## config.mk

```make
export PLATFORM = sky130hd
export DESIGN_NAME = fasta_record_scanner_flat
export DESIGN_NICKNAME = d
export VERILOG_FILES = /design/src/frs_pkg.sv /design/src/frs_if.sv /design/src/frs_in_stage.sv /design/src/frs_parser.sv /design/src/frs_out_stage.sv /design/src/fasta_record_scanner.sv /design/src/flat_wrapper.sv
export SDC_FILE = /design/constraint.sdc
export NUM_CORES = 1
export LEC_CHECK = 0
export BUFFER_PORTS_ARGS = -buffer_cell sky130_fd_sc_hd__buf_2
export CAP_MARGIN = 20
export CORE_MARGIN = 5
export CORE_UTILIZATION = 25
export CTS_BUF_LIST = sky130_fd_sc_hd__clkbuf_8
export CTS_CLUSTER_SIZE = 20
export DETAILED_ROUTE_END_ITERATION = 10
export PLACE_DENSITY_LB_ADDON = 0.15
export SETUP_SLACK_MARGIN = 0.2
export SYNTH_ARGS = -nofsm -noshare
export SYNTH_HDL_FRONTEND = slang
export SYNTH_SLANG_ARGS = --single-unit
```

## constraint.sdc

```tcl
create_clock -name clk -period 4.9 [get_ports clk]
set_input_delay 0.735 -clock clk [delete_from_list [all_inputs] [get_ports clk]]
set_output_delay 0.735 -clock clk [all_outputs]
set_load 0.02 [all_outputs]
```

## src/frs_pkg.sv

```systemverilog
// Package with shared constants, phase encoding and item types of the FASTA record scanner.
package frs_pkg;

  localparam int FRS_LENGTH_BITS = 32;
  localparam int FRS_OUT_LEN_BITS = 32;

  localparam logic [7:0] CH_HEADER = 8'h3E;
  localparam logic [7:0] CH_SPACE = 8'h20;
  localparam logic [7:0] CH_NEWLINE = 8'h0A;
  localparam logic [7:0] CH_UPPER_A = 8'h41;
  localparam logic [7:0] CH_UPPER_Z = 8'h5A;
  localparam logic [7:0] CH_LOWER_A = 8'h61;
  localparam logic [7:0] CH_LOWER_Z = 8'h7A;

  typedef enum logic [0:0] {
    KIND_ID = 1'b0,
    KIND_RECORD = 1'b1
  } frs_kind_t;

  typedef enum logic [2:0] {
    PH_SEEK = 3'd0,
    PH_SKIPSP = 3'd1,
    PH_ID = 3'd2,
    PH_RESTLINE = 3'd3,
    PH_BODY = 3'd4
  } frs_phase_t;

  typedef struct packed {
    logic [7:0] data_byte;
    logic end_of_data;
  } frs_item_t;

  typedef struct packed {
    frs_kind_t result_kind;
    logic [7:0] id_byte;
    logic [FRS_OUT_LEN_BITS-1:0] record_length;
    logic length_saturated;
    logic final_record;
  } frs_result_t;

endpackage

```

## src/frs_if.sv

```systemverilog
// Valid/ready channel interfaces for the input bytes and the results.
interface frs_in_if;
  logic valid;
  logic ready;
  logic [7:0] data_byte;
  logic end_of_data;

  modport source (output valid, output data_byte, output end_of_data, input ready);
  modport sink (input valid, input data_byte, input end_of_data, output ready);
endinterface

interface frs_out_if;
  logic valid;
  logic ready;
  logic result_kind;
  logic [7:0] id_byte;
  logic [31:0] record_length;
  logic length_saturated;
  logic final_record;

  modport source (output valid, output result_kind, output id_byte, output record_length,
                  output length_saturated, output final_record, input ready);
  modport sink (input valid, input result_kind, input id_byte, input record_length,
                input length_saturated, input final_record, output ready);
endinterface

```

## src/frs_in_stage.sv

```systemverilog
// Input register that holds one accepted byte until the parser consumes it.
module frs_in_stage (
  input  logic                clk,
  input  logic                rst_n,
  input  logic                in_valid,
  output logic                in_ready,
  input  frs_pkg::frs_item_t  in_item,
  input  logic                take,
  output logic                item_valid,
  output frs_pkg::frs_item_t  item
);

  logic               valid_r;
  logic               valid_nxt;
  frs_pkg::frs_item_t item_r;

  assign in_ready = !valid_r || take;
  assign item_valid = valid_r;
  assign item = item_r;

  always_comb begin
    valid_nxt = valid_r;
    if (in_ready) begin
      valid_nxt = in_valid;
    end
  end

  always_ff @(posedge clk) begin
    if (!rst_n) begin
      valid_r <= 1'b0;
    end else begin
      valid_r <= valid_nxt;
    end
  end

  always_ff @(posedge clk) begin
    if (in_valid && in_ready) begin
      item_r <= in_item;
    end
  end

endmodule

```

## src/frs_parser.sv

```systemverilog
// Scan phase tracking, letter counter and result formation for one byte.
module frs_parser #(
  parameter int LENGTH_BITS = frs_pkg::FRS_LENGTH_BITS
) (
  input  logic                 clk,
  input  logic                 rst_n,
  input  frs_pkg::frs_item_t   item,
  input  logic                 commit,
  output logic                 res_valid,
  output frs_pkg::frs_result_t res
);

  localparam int OB = frs_pkg::FRS_OUT_LEN_BITS;

  frs_pkg::frs_phase_t    phase_r, phase_nxt;
  logic [LENGTH_BITS-1:0] count_r, count_nxt;
  logic                   full_r, full_nxt;

  logic [LENGTH_BITS-1:0] count_upd;
  logic                   full_upd;
  logic                   is_body;
  logic                   is_letter;
  logic                   in_rec;
  logic                   emit_id;
  logic                   emit_rec;
  logic [OB-1:0]          rec_len;
  logic                   rec_sat;

  assign is_body = (phase_r != frs_pkg::PH_SEEK) && (phase_r != frs_pkg::PH_SKIPSP) &&
                   (phase_r != frs_pkg::PH_ID) && (phase_r != frs_pkg::PH_RESTLINE);
  assign is_letter = (item.data_byte inside {[frs_pkg::CH_UPPER_A:frs_pkg::CH_UPPER_Z],
                                             [frs_pkg::CH_LOWER_A:frs_pkg::CH_LOWER_Z]});

  always_comb begin
    count_upd = count_r;
    full_upd = full_r;
    if (is_body && is_letter) begin
      if (!(&count_r)) begin
        count_upd = count_r + 1'b1;
      end
      if (&count_upd) begin
        full_upd = 1'b1;
      end
    end
  end

  generate
    if (LENGTH_BITS > OB) begin : g_clamp
      logic high_set;
      assign high_set = |count_upd[LENGTH_BITS-1:OB];
      assign rec_len = high_set ? {OB{1'b1}} : count_upd[OB-1:0];
      assign rec_sat = full_upd || high_set;
    end else begin : g_direct
      assign rec_len = OB'(count_upd);
      assign rec_sat = full_upd;
    end
  endgenerate

  always_comb begin
    phase_nxt = phase_r;
    count_nxt = count_upd;
    full_nxt = full_upd;
    emit_id = 1'b0;
    emit_rec = 1'b0;
    in_rec = (phase_r != frs_pkg::PH_SEEK);
    case (phase_r)
      frs_pkg::PH_SEEK: begin
        if (item.data_byte == frs_pkg::CH_HEADER) begin
          phase_nxt = frs_pkg::PH_SKIPSP;
          in_rec = 1'b1;
        end
      end
      frs_pkg::PH_SKIPSP, frs_pkg::PH_ID: begin
        if (item.data_byte == frs_pkg::CH_NEWLINE) begin
          phase_nxt = frs_pkg::PH_BODY;
        end else if (item.data_byte == frs_pkg::CH_SPACE) begin
          if (phase_r == frs_pkg::PH_ID) begin
            phase_nxt = frs_pkg::PH_RESTLINE;
          end
        end else begin
          phase_nxt = frs_pkg::PH_ID;
          emit_id = !item.end_of_data;
        end
      end
      frs_pkg::PH_RESTLINE: begin
        if (item.data_byte == frs_pkg::CH_NEWLINE) begin
          phase_nxt = frs_pkg::PH_BODY;
        end
      end
      default: begin
        phase_nxt = frs_pkg::PH_BODY;
        if (item.data_byte == frs_pkg::CH_HEADER) begin
          emit_rec = 1'b1;
          phase_nxt = frs_pkg::PH_SKIPSP;
          count_nxt = '0;
          full_nxt = 1'b0;
        end
      end
    endcase
    if (item.end_of_data) begin
      if (in_rec) begin
        emit_rec = 1'b1;
        emit_id = 1'b0;
      end
      phase_nxt = frs_pkg::PH_SEEK;
      count_nxt = '0;
      full_nxt = 1'b0;
    end
  end

  always_comb begin
    res_valid = emit_id || emit_rec;
    res = '0;
    if (emit_rec) begin
      res.result_kind = frs_pkg::KIND_RECORD;
      res.record_length = rec_len;
      res.length_saturated = rec_sat;
      res.final_record = item.end_of_data;
    end else begin
      res.result_kind = frs_pkg::KIND_ID;
      res.id_byte = item.data_byte;
    end
  end

  always_ff @(posedge clk) begin
    if (!rst_n) begin
      phase_r <= frs_pkg::PH_SEEK;
      count_r <= '0;
      full_r <= 1'b0;
    end else if (commit) begin
      phase_r <= phase_nxt;
      count_r <= count_nxt;
      full_r <= full_nxt;
    end
  end

endmodule

```

## src/frs_out_stage.sv

```systemverilog
// Result register that holds one result until the receiver takes it.
module frs_out_stage (
  input  logic                 clk,
  input  logic                 rst_n,
  input  logic                 load,
  input  frs_pkg::frs_result_t res,
  output logic                 free,
  output logic                 out_valid,
  input  logic                 out_ready,
  output frs_pkg::frs_result_t out_res
);

  logic                 valid_r;
  logic                 valid_nxt;
  frs_pkg::frs_result_t res_r;

  assign free = !valid_r || out_ready;
  assign out_valid = valid_r;
  assign out_res = res_r;

  always_comb begin
    valid_nxt = valid_r;
    if (free) begin
      valid_nxt = load;
    end
  end

  always_ff @(posedge clk) begin
    if (!rst_n) begin
      valid_r <= 1'b0;
    end else begin
      valid_r <= valid_nxt;
    end
  end

  always_ff @(posedge clk) begin
    if (load && free) begin
      res_r <= res;
    end
  end

endmodule

```

## src/fasta_record_scanner.sv

```systemverilog
// Top level of the FASTA record scanner: input register, parser and result register.
// The scanner reads FASTA text one byte per transfer on in_chan, with end_of_data
// set on the last byte of the text. Bytes ahead of the first '>' are ignored.
// Each identifier byte of a header, but one that carries end_of_data, leaves as
// one transfer on out_chan with result_kind 0; each closed record leaves as one
// transfer with result_kind 1, carrying its body's letter count, a saturation
// flag and a flag that tells whether the record was closed by the end of the data.
// A result passes from the input register through the parser into the result
// register before it is valid on out_chan.
// The scanner takes one byte per cycle unless a byte that yields a result waits
// for the result register; the parser updates its phase and counter in between.
// When the receiver stalls, the held result stays on out_chan; a byte that
// yields no result still passes through, and the input register fills and
// drops in_chan.ready only once a byte that yields a result must wait.
// Synchronous reset clears both registers' valid flags and returns the parser
// to the state of seeking a header marker with a zero count; no transfer is
// lost or repeated across a stall.
module fasta_record_scanner #(
  parameter int LENGTH_BITS = frs_pkg::FRS_LENGTH_BITS
) (
  input  logic      clk,
  input  logic      rst_n,
  frs_in_if.sink    in_chan,
  frs_out_if.source out_chan
);

  frs_pkg::frs_item_t   in_item;
  frs_pkg::frs_item_t   item;
  frs_pkg::frs_result_t res;
  frs_pkg::frs_result_t out_res;
  logic                 item_valid;
  logic                 res_valid;
  logic                 take;
  logic                 out_free;

  assign in_item.data_byte = in_chan.data_byte;
  assign in_item.end_of_data = in_chan.end_of_data;
  assign take = item_valid && (out_free || !res_valid);

  frs_in_stage u_in (
    .clk        (clk),
    .rst_n      (rst_n),
    .in_valid   (in_chan.valid),
    .in_ready   (in_chan.ready),
    .in_item    (in_item),
    .take       (take),
    .item_valid (item_valid),
    .item       (item)
  );

  frs_parser #(
    .LENGTH_BITS (LENGTH_BITS)
  ) u_parser (
    .clk       (clk),
    .rst_n     (rst_n),
    .item      (item),
    .commit    (take),
    .res_valid (res_valid),
    .res       (res)
  );

  frs_out_stage u_out (
    .clk       (clk),
    .rst_n     (rst_n),
    .load      (take && res_valid),
    .res       (res),
    .free      (out_free),
    .out_valid (out_chan.valid),
    .out_ready (out_chan.ready),
    .out_res   (out_res)
  );

  assign out_chan.result_kind = out_res.result_kind;
  assign out_chan.id_byte = out_res.id_byte;
  assign out_chan.record_length = out_res.record_length;
  assign out_chan.length_saturated = out_res.length_saturated;
  assign out_chan.final_record = out_res.final_record;

endmodule

```

## src/flat_wrapper.sv

```systemverilog
// flat-port wrapper written by rule: the top's interface ports become plain ports
module fasta_record_scanner_flat 
#(
  parameter int LENGTH_BITS = frs_pkg::FRS_LENGTH_BITS
)
  (clk, rst_n, in_chan_valid, in_chan_data_byte, in_chan_end_of_data, in_chan_ready, out_chan_valid, out_chan_result_kind, out_chan_id_byte, out_chan_record_length, out_chan_length_saturated, out_chan_final_record, out_chan_ready);
  frs_in_if in_chan_i ();
  frs_out_if out_chan_i ();
  input  logic clk;
  input  logic rst_n;
  input wire logic [$bits(in_chan_i.valid)-1:0] in_chan_valid;
  input wire logic [$bits(in_chan_i.data_byte)-1:0] in_chan_data_byte;
  input wire logic [$bits(in_chan_i.end_of_data)-1:0] in_chan_end_of_data;
  output wire logic [$bits(in_chan_i.ready)-1:0] in_chan_ready;
  output wire logic [$bits(out_chan_i.valid)-1:0] out_chan_valid;
  output wire logic [$bits(out_chan_i.result_kind)-1:0] out_chan_result_kind;
  output wire logic [$bits(out_chan_i.id_byte)-1:0] out_chan_id_byte;
  output wire logic [$bits(out_chan_i.record_length)-1:0] out_chan_record_length;
  output wire logic [$bits(out_chan_i.length_saturated)-1:0] out_chan_length_saturated;
  output wire logic [$bits(out_chan_i.final_record)-1:0] out_chan_final_record;
  input wire logic [$bits(out_chan_i.ready)-1:0] out_chan_ready;
  assign in_chan_i.valid = in_chan_valid;
  assign in_chan_i.data_byte = in_chan_data_byte;
  assign in_chan_i.end_of_data = in_chan_end_of_data;
  assign in_chan_ready = in_chan_i.ready;
  assign out_chan_valid = out_chan_i.valid;
  assign out_chan_result_kind = out_chan_i.result_kind;
  assign out_chan_id_byte = out_chan_i.id_byte;
  assign out_chan_record_length = out_chan_i.record_length;
  assign out_chan_length_saturated = out_chan_i.length_saturated;
  assign out_chan_final_record = out_chan_i.final_record;
  assign out_chan_i.ready = out_chan_ready;
  fasta_record_scanner #(.LENGTH_BITS(LENGTH_BITS)) u_core (.clk(clk), .rst_n(rst_n), .in_chan(in_chan_i), .out_chan(out_chan_i));
endmodule
```

; ---- Word-level counts from Yosys, hierarchy flattened
; Cells that the tools add are included.
[totals]
input_bits = 13
latchBits = 0
memories = 0
rom_bits = 0
mem_bits_rw = 0
reg_bits = 90
output_inout_bits = 45
[op_classes]
muxes = 31
div = 0
reduce_logical = 26
order_cmp = 4
add_sub_neg = 1
n_eq_ne = 12
bitwise = 0
n_shift = 0
mul = 0
[ops]
columns = cell, count
row1 = $mux 32, 6
row2 = $reduce_and 32->1, 2
row3 = $add 32x1->32 const B, 1
row4 = $mux 3, 7
row5 = $mux 1, 17
row6 = $eq 8x6->1 const B, 2
row7 = $ge 8x7->1 const B, 2
row8 = $le 8x7->1 const B, 2
row9 = $ne 3x2->1 const B, 4
row10 = $logic_and 1x1->1, 10
row11 = $pmux 3 s3, 1
row12 = $eq 8x4->1 const B, 1
row13 = $eq 3x2->1 const B, 2
row14 = $ne 5x4->1 const B, 1
row15 = $logic_not 1->1, 4
row16 = $logic_or 1x1->1, 4
row17 = $reduce_and 4->1, 1
row18 = $reduce_or 4->1, 1
row19 = $eq 3x1->1 const B, 1
row20 = $logic_not 3->1, 1
row21 = $ne 3x1->1 const B, 1
row22 = $reduce_bool 3->1, 1
row23 = $reduce_bool 2->1, 1
row24 = $reduce_or 2->1, 1

; ---- Longest topological paths before layout
[depth]
ltp_word = 12
mapped_depth = 10
ltp_nobuf = 8

; ---- Hierarchy
; A second synthesis with hierarchy kept.
[hier_totals]
cells_unflattened = 570
hier_area_um2 = 5116.2
[modules_own_cells]
columns = module, area_each_um2, cells_each, instances, seq_area_each_um2
row1 = frs_parser, 3420.8, 505, 1, 720.7
row2 = frs_out_stage, 1348.8, 48, 1, 1311.3
row3 = frs_in_stage, 327.8, 14, 1, 290.3
row4 = fasta_record_scanner, 18.8, 3, 1, 0.0

; ---- Worst setup path before layout
; Ideal clock, no wire load.
[synth_path]
path_kind = reg2reg
start = reg u_core.u_in.item_r (netlist bit u_core.u_in.item[7])
end = reg u_core.u_out.res_r (netlist bit u_core.u_out.out_res[0]), enable pin
period_less_slack_ns = 3.805
path_buffers = 0
setup_time_ns = 0.443
path_stages_with_launch = 5
setup_slack_ns = 1.095
t_arrival_ns = 3.361
path_cell_list = edfxtp_1 -> or4b_1 -> o31a_1 -> o22a_1 -> nor2_1
[synth_via]
elab_chain_len = 12
word_cells_on_any_way = 20
cone_classes = eq/ne: 3 / mux: 11 / reduce/logical: 6
[synth_lines]
columns = element, line
row1 = start: declaration, frs_in_stage.sv:15  ; frs_pkg::frs_item_t item_r;
row2 = start signal: assignment, frs_in_stage.sv:38  ; item_r <= in_item;
row3 = $eq 8x6->1, frs_parser.sv:76  ; end else if (item.data_byte == frs_pkg::CH_SPACE) begin
row4 = $mux 1, frs_parser.sv:76
row5 = $mux 1, frs_parser.sv:74  ; if (item.data_byte == frs_pkg::CH_NEWLINE) begin
row6 = $mux 1, frs_parser.sv:66  ; case (phase_r)
row7 = $mux 1, frs_parser.sv:101  ; if (in_rec) begin
row8 = $mux 1, frs_parser.sv:100  ; if (item.end_of_data) begin
row9 = $logic_or 1x1->1 *, frs_parser.sv:112  ; res_valid = emit_id || emit_rec;
row10 = $logic_not 1->1, fasta_record_scanner.sv:38  ; assign take = item_valid && (out_free || !res_valid);
row11 = $logic_or 1x1->1, fasta_record_scanner.sv:38
row12 = $logic_and 1x1->1, fasta_record_scanner.sv:38
row13 = $logic_and 1x1->1 *, fasta_record_scanner.sv:65  ; .load (take && res_valid),
row14 = $logic_and 1x1->1 *, frs_out_stage.sv:37  ; if (load && free) begin
row15 = end signal: assignment, frs_out_stage.sv:38  ; res_r <= res;
row16 = end: declaration, frs_out_stage.sv:15  ; frs_pkg::frs_result_t res_r;
; Every way passes the cells marked *; elsewhere a longest branch is shown, timed or not.
; A chain may end at the register's enable or synchronous reset.

; ---- Worst setup path after layout
[layout_path]
start = reg u_core.u_in.item_r (netlist bit u_core.u_in.item[7])
end = out in_chan_ready
[layout_via]
elab_chain_len = 11
word_cells_on_any_way = 19
cone_classes = eq/ne: 3 / mux: 11 / reduce/logical: 5
[layout_lines]
columns = element, line
row1 = $eq 8x6->1, frs_parser.sv:76
row2 = $mux 1, frs_parser.sv:76
row3 = $mux 1, frs_parser.sv:74
row4 = $mux 1, frs_parser.sv:66
row5 = $mux 1, frs_parser.sv:101
row6 = $mux 1, frs_parser.sv:100
row7 = $logic_or 1x1->1 *, frs_parser.sv:112
row8 = $logic_not 1->1 *, fasta_record_scanner.sv:38
row9 = $logic_or 1x1->1 *, fasta_record_scanner.sv:38
row10 = $logic_and 1x1->1 *, fasta_record_scanner.sv:38
row11 = $logic_or 1x1->1 *, frs_in_stage.sv:17  ; assign in_ready = !valid_r || take;
row12 = end: declaration, flat_wrapper.sv:14  ; output wire logic [$bits(in_chan_i.ready)-1:0] in_chan_ready;
; Marks and branches as above.

==> metrics.csv <==
stage,metric,value,unit
timing,finalSetupViolations,0,
routing,viasPerCell,4.913,
global_routing,grt_overflow,0,
routing,wirelength,13.40,mm
placed_design,port_buffers,57,
timing,hold_viol,0,
timing,max_freq,0.2865,GHz
clocking,clk_pin_slew,100,ps
worst_setup_path,crit_arrival,2760,ps
final_layout,regArea,0.002322,mm²
timing,clock_skew,11.45,ps
worst_setup_path,rrSetupSlack,1710,ps
floorplanning,die_w,150.5,µm
power_and_ir_drop,p_leak,1.881,nW
floorplanning,row_count,51,
placed_design,gp_congestion,0.8086,
worst_setup_path,critPathRequiredTime,4160,ps
floorplanning,top_level_ports,58,
clocking,htree_levels,3,
floorplanning,die_h,150.5,µm
final_layout,syn_to_final_growth,14.27,%
worst_setup_path,critical_path_class,reg2out,
floorplanning,dieArea,0.02265,mm²
routing,firstDrtPassIters,4,
logic_synthesis,yosysUniqueCellTypes,67,
final_layout,fill_cells,2070,
final_layout,multi_input_area,0.002380,mm²
final_layout,final_area,0.005639,mm²
timing,grt_setup_unrepaired,false,
power_and_ir_drop,peakVddDrop,108.0,µV
power_and_ir_drop,powerDensity,266.1,mW/mm²
worst_setup_path,cp-end-kind,primary output,
clocking,cts_tree,done,
logic_synthesis,synth_top_area_cell,edfxtp_1,
power_and_ir_drop,p_sw,0.3412,mW
logic_synthesis,async_flop_share,0,%
final_layout,fin_util,28.97,%
run_status,status,completed,
power_and_ir_drop,p_clk_share,42.0,%
clocking,clock_latency,390,ps
logic_synthesis,yosysSeqAreaShare,47.06,%
global_routing,grt_usage,12.35,%
clocking,cts_resized,0,
final_layout,layout_commonest_cell,buf_2,
placed_design,dp_cells,801,
worst_setup_path,path_max_fanout,5,
final_layout,num-nets-final,562,
logic_synthesis,synthTopCellsByArea,"edfxtp_1, dfxtp_1, xnor2_1, nor2_1, nand2_1",
power_and_ir_drop,p_sw_share,22.74,%
placed_design,placed_area,0.005390,mm²
logic_synthesis,synthFlopType,edfxtp_1,
final_layout,layout.cells.most_common_list,"buf_2, edfxtp_1, nor2_1",
timing,fin_crit,3490,ps
logic_synthesis,synth_top_area_share,31.64,%
power_and_ir_drop,pwr-share-seq,54.1,%
power_and_ir_drop,internal-power,1.159,mW
global_routing,grt_pass1_vias,4039,
logic_synthesis,synthesis.area,0.004935,mm²
timing,min_period_over_period,71.23,%
clocking,clock_path_buffers,2,
clocking,cts_root_buf,clkbuf_8,
routing,num_vias,4019,
global_routing,grt_start_max_net_pins,42,
run,cap_violations,0,
routing,drc,0,
routing,drt_iter0_drc,314,
floorplanning,start_util,25.36,%
global_routing,antenna_found_initial,0,
routing,antenna_left,0,
power_and_ir_drop,comb_power_share,3.9,%
logic_synthesis,yosysWarnings,0,
logic_synthesis,syn-num-nets,531,
logic_synthesis,ys_seq_elements,90,
timing,slew_violations,0,
final_layout,instances_no_fill,818,
clocking,post-cts-setup-buffers,0,
clocking,cts_num_sinks,90,
floorplanning,coreArea,0.01946,mm²
worst_setup_path,start_kind,flip-flop,
final_layout,antennaDiodeCount,0,
worst_hold_path,min_path_type,in2reg,
final_layout,layout-drive-gt1-share,17.72,%
timing,tns,0,ps
logic_synthesis,synth_edf_count,52,
logic_synthesis,syn-instance-count,517,
placed_design,post-dp-hpwl,9.425,mm
clocking,numCtsBuffers,9,
clocking,cts_hold_buf,0,
timing,relSlewSlack,47.60,%
routing,routedWlPerCell,16.38,µm
logic_synthesis,syn_avg_cell_area,9.545,µm²
global_routing,grt_pass1_wl,21.87,mm
timing,tightest_slew,786.0,ps
## registers in the layout (all words and copies together) (netlist names)
register                 flops
u_core.u_parser.phase_r      3
u_core.u_out.out_valid       1
u_core.u_parser.full_r       1
u_core.u_parser.count_r     32
u_core.u_in.item_valid       1
u_core.u_in.item             9
u_core.u_out.out_res        43
## layer usage
layer  vias to the layer above  track usage [%]  share of wire (%)
li1                       1973                -                  -
met2                        91            20.00                 47
met1                      1933            15.79                 45
met5                         -                0                  0
met4                         0            5.489                2.1
met3                        22            2.709                5.8
## final cells by class
type                       instances  share of cell area, %
inverter                           9                 0.5991
clock buffer                       9                  2.197
tap                              265                  5.880
timing repair buffer              63                  5.858
clock inverter                     7                  2.086
sequential                        90                  41.18
multi-input combinational        375                  42.20
## synthesized netlist by cell type (3+ instances only)
cell,n
or3_1,5
nor3b_1,5
o211a_1,8
nand2b_1,6
a31oi_1,12
o21ai_0,10
nor2_1,50
or2_2,4
buf_2,18
o21ai_1,5
nor4_1,6
o211ai_1,3
nand4_1,18
nand3_1,14
clkbuf_1,21
inv_1,9
xnor2_1,22
o31ai_1,3
and2_1,17
nor3_1,19
a21oi_1,27
edfxtp_1,52
o21a_1,3
o21bai_1,3
nand2_1,48
a311oi_1,14
and4_1,8
xor2_1,16
nand3b_1,4
dfxtp_1,38
and3_1,3
## worst paths after layout
path	start	end	depth (start not counted)
setup / recovery	u_core.u_in.item[7]	in_chan_ready	6
setup reg to reg	u_core.u_in.item[7]	u_core.u_parser.count_r[17]	7
hold reg to reg	u_core.u_parser.full_r	u_core.u_parser.full_r	2
hold / removal	in_chan_end_of_data	u_core.u_in.item[0]	1
## worst max-delay path: stages (launching register included)
cell and delay [ps]:
edfxtp_1 450, or4b_1 590, o31a_1 330, o22a_1 290, nand2b_1 220, or2_2 310, buf_2 170
## power groups by stage
stage / Sequential (mW) / Clock, mW / Combinational [mW]
6_report: 0.812 / 0.630 / 0.0581
5_1_grt: 0.814 / 0.676 / 0.0652
4_1_cts: 0.812 / 0.648 / 0.0594
3_5_place_dp: 0.830 / 0 / 0.0591
3_3_place_gp: 0.829 / 0 / 0.0587
2_1_floorplan: 0.828 / 0 / 0.0407
## stage by stage
stage | setup WS (ps) | power, mW | hold slack, ps
3_5_place_dp | 1721 | 0.8888 | 500.7
6_report | 1410 | 1.501 | 510.7
5_1_grt | 1302 | 1.555 | 492.5
3_3_place_gp | 1834 | 0.8877 | 487.5
4_1_cts | 1411 | 1.520 | 493.7
2_1_floorplan | 1095 | 0.8682 | 472.9
## logic make-up after synthesis
kind of cell / after synthesis / share of synthesized area [%]
simple gates: 222 / 24.57
mux: 3 / 0.6592
compound gates: 109 / 15.44
xor+xnor: 38 / 6.744
buf+inv: 52 / 4.868
flops: 90 / 47.06
fa+ha+maj: 3 / 0.6592
Power figures use the tool's default switching activity.
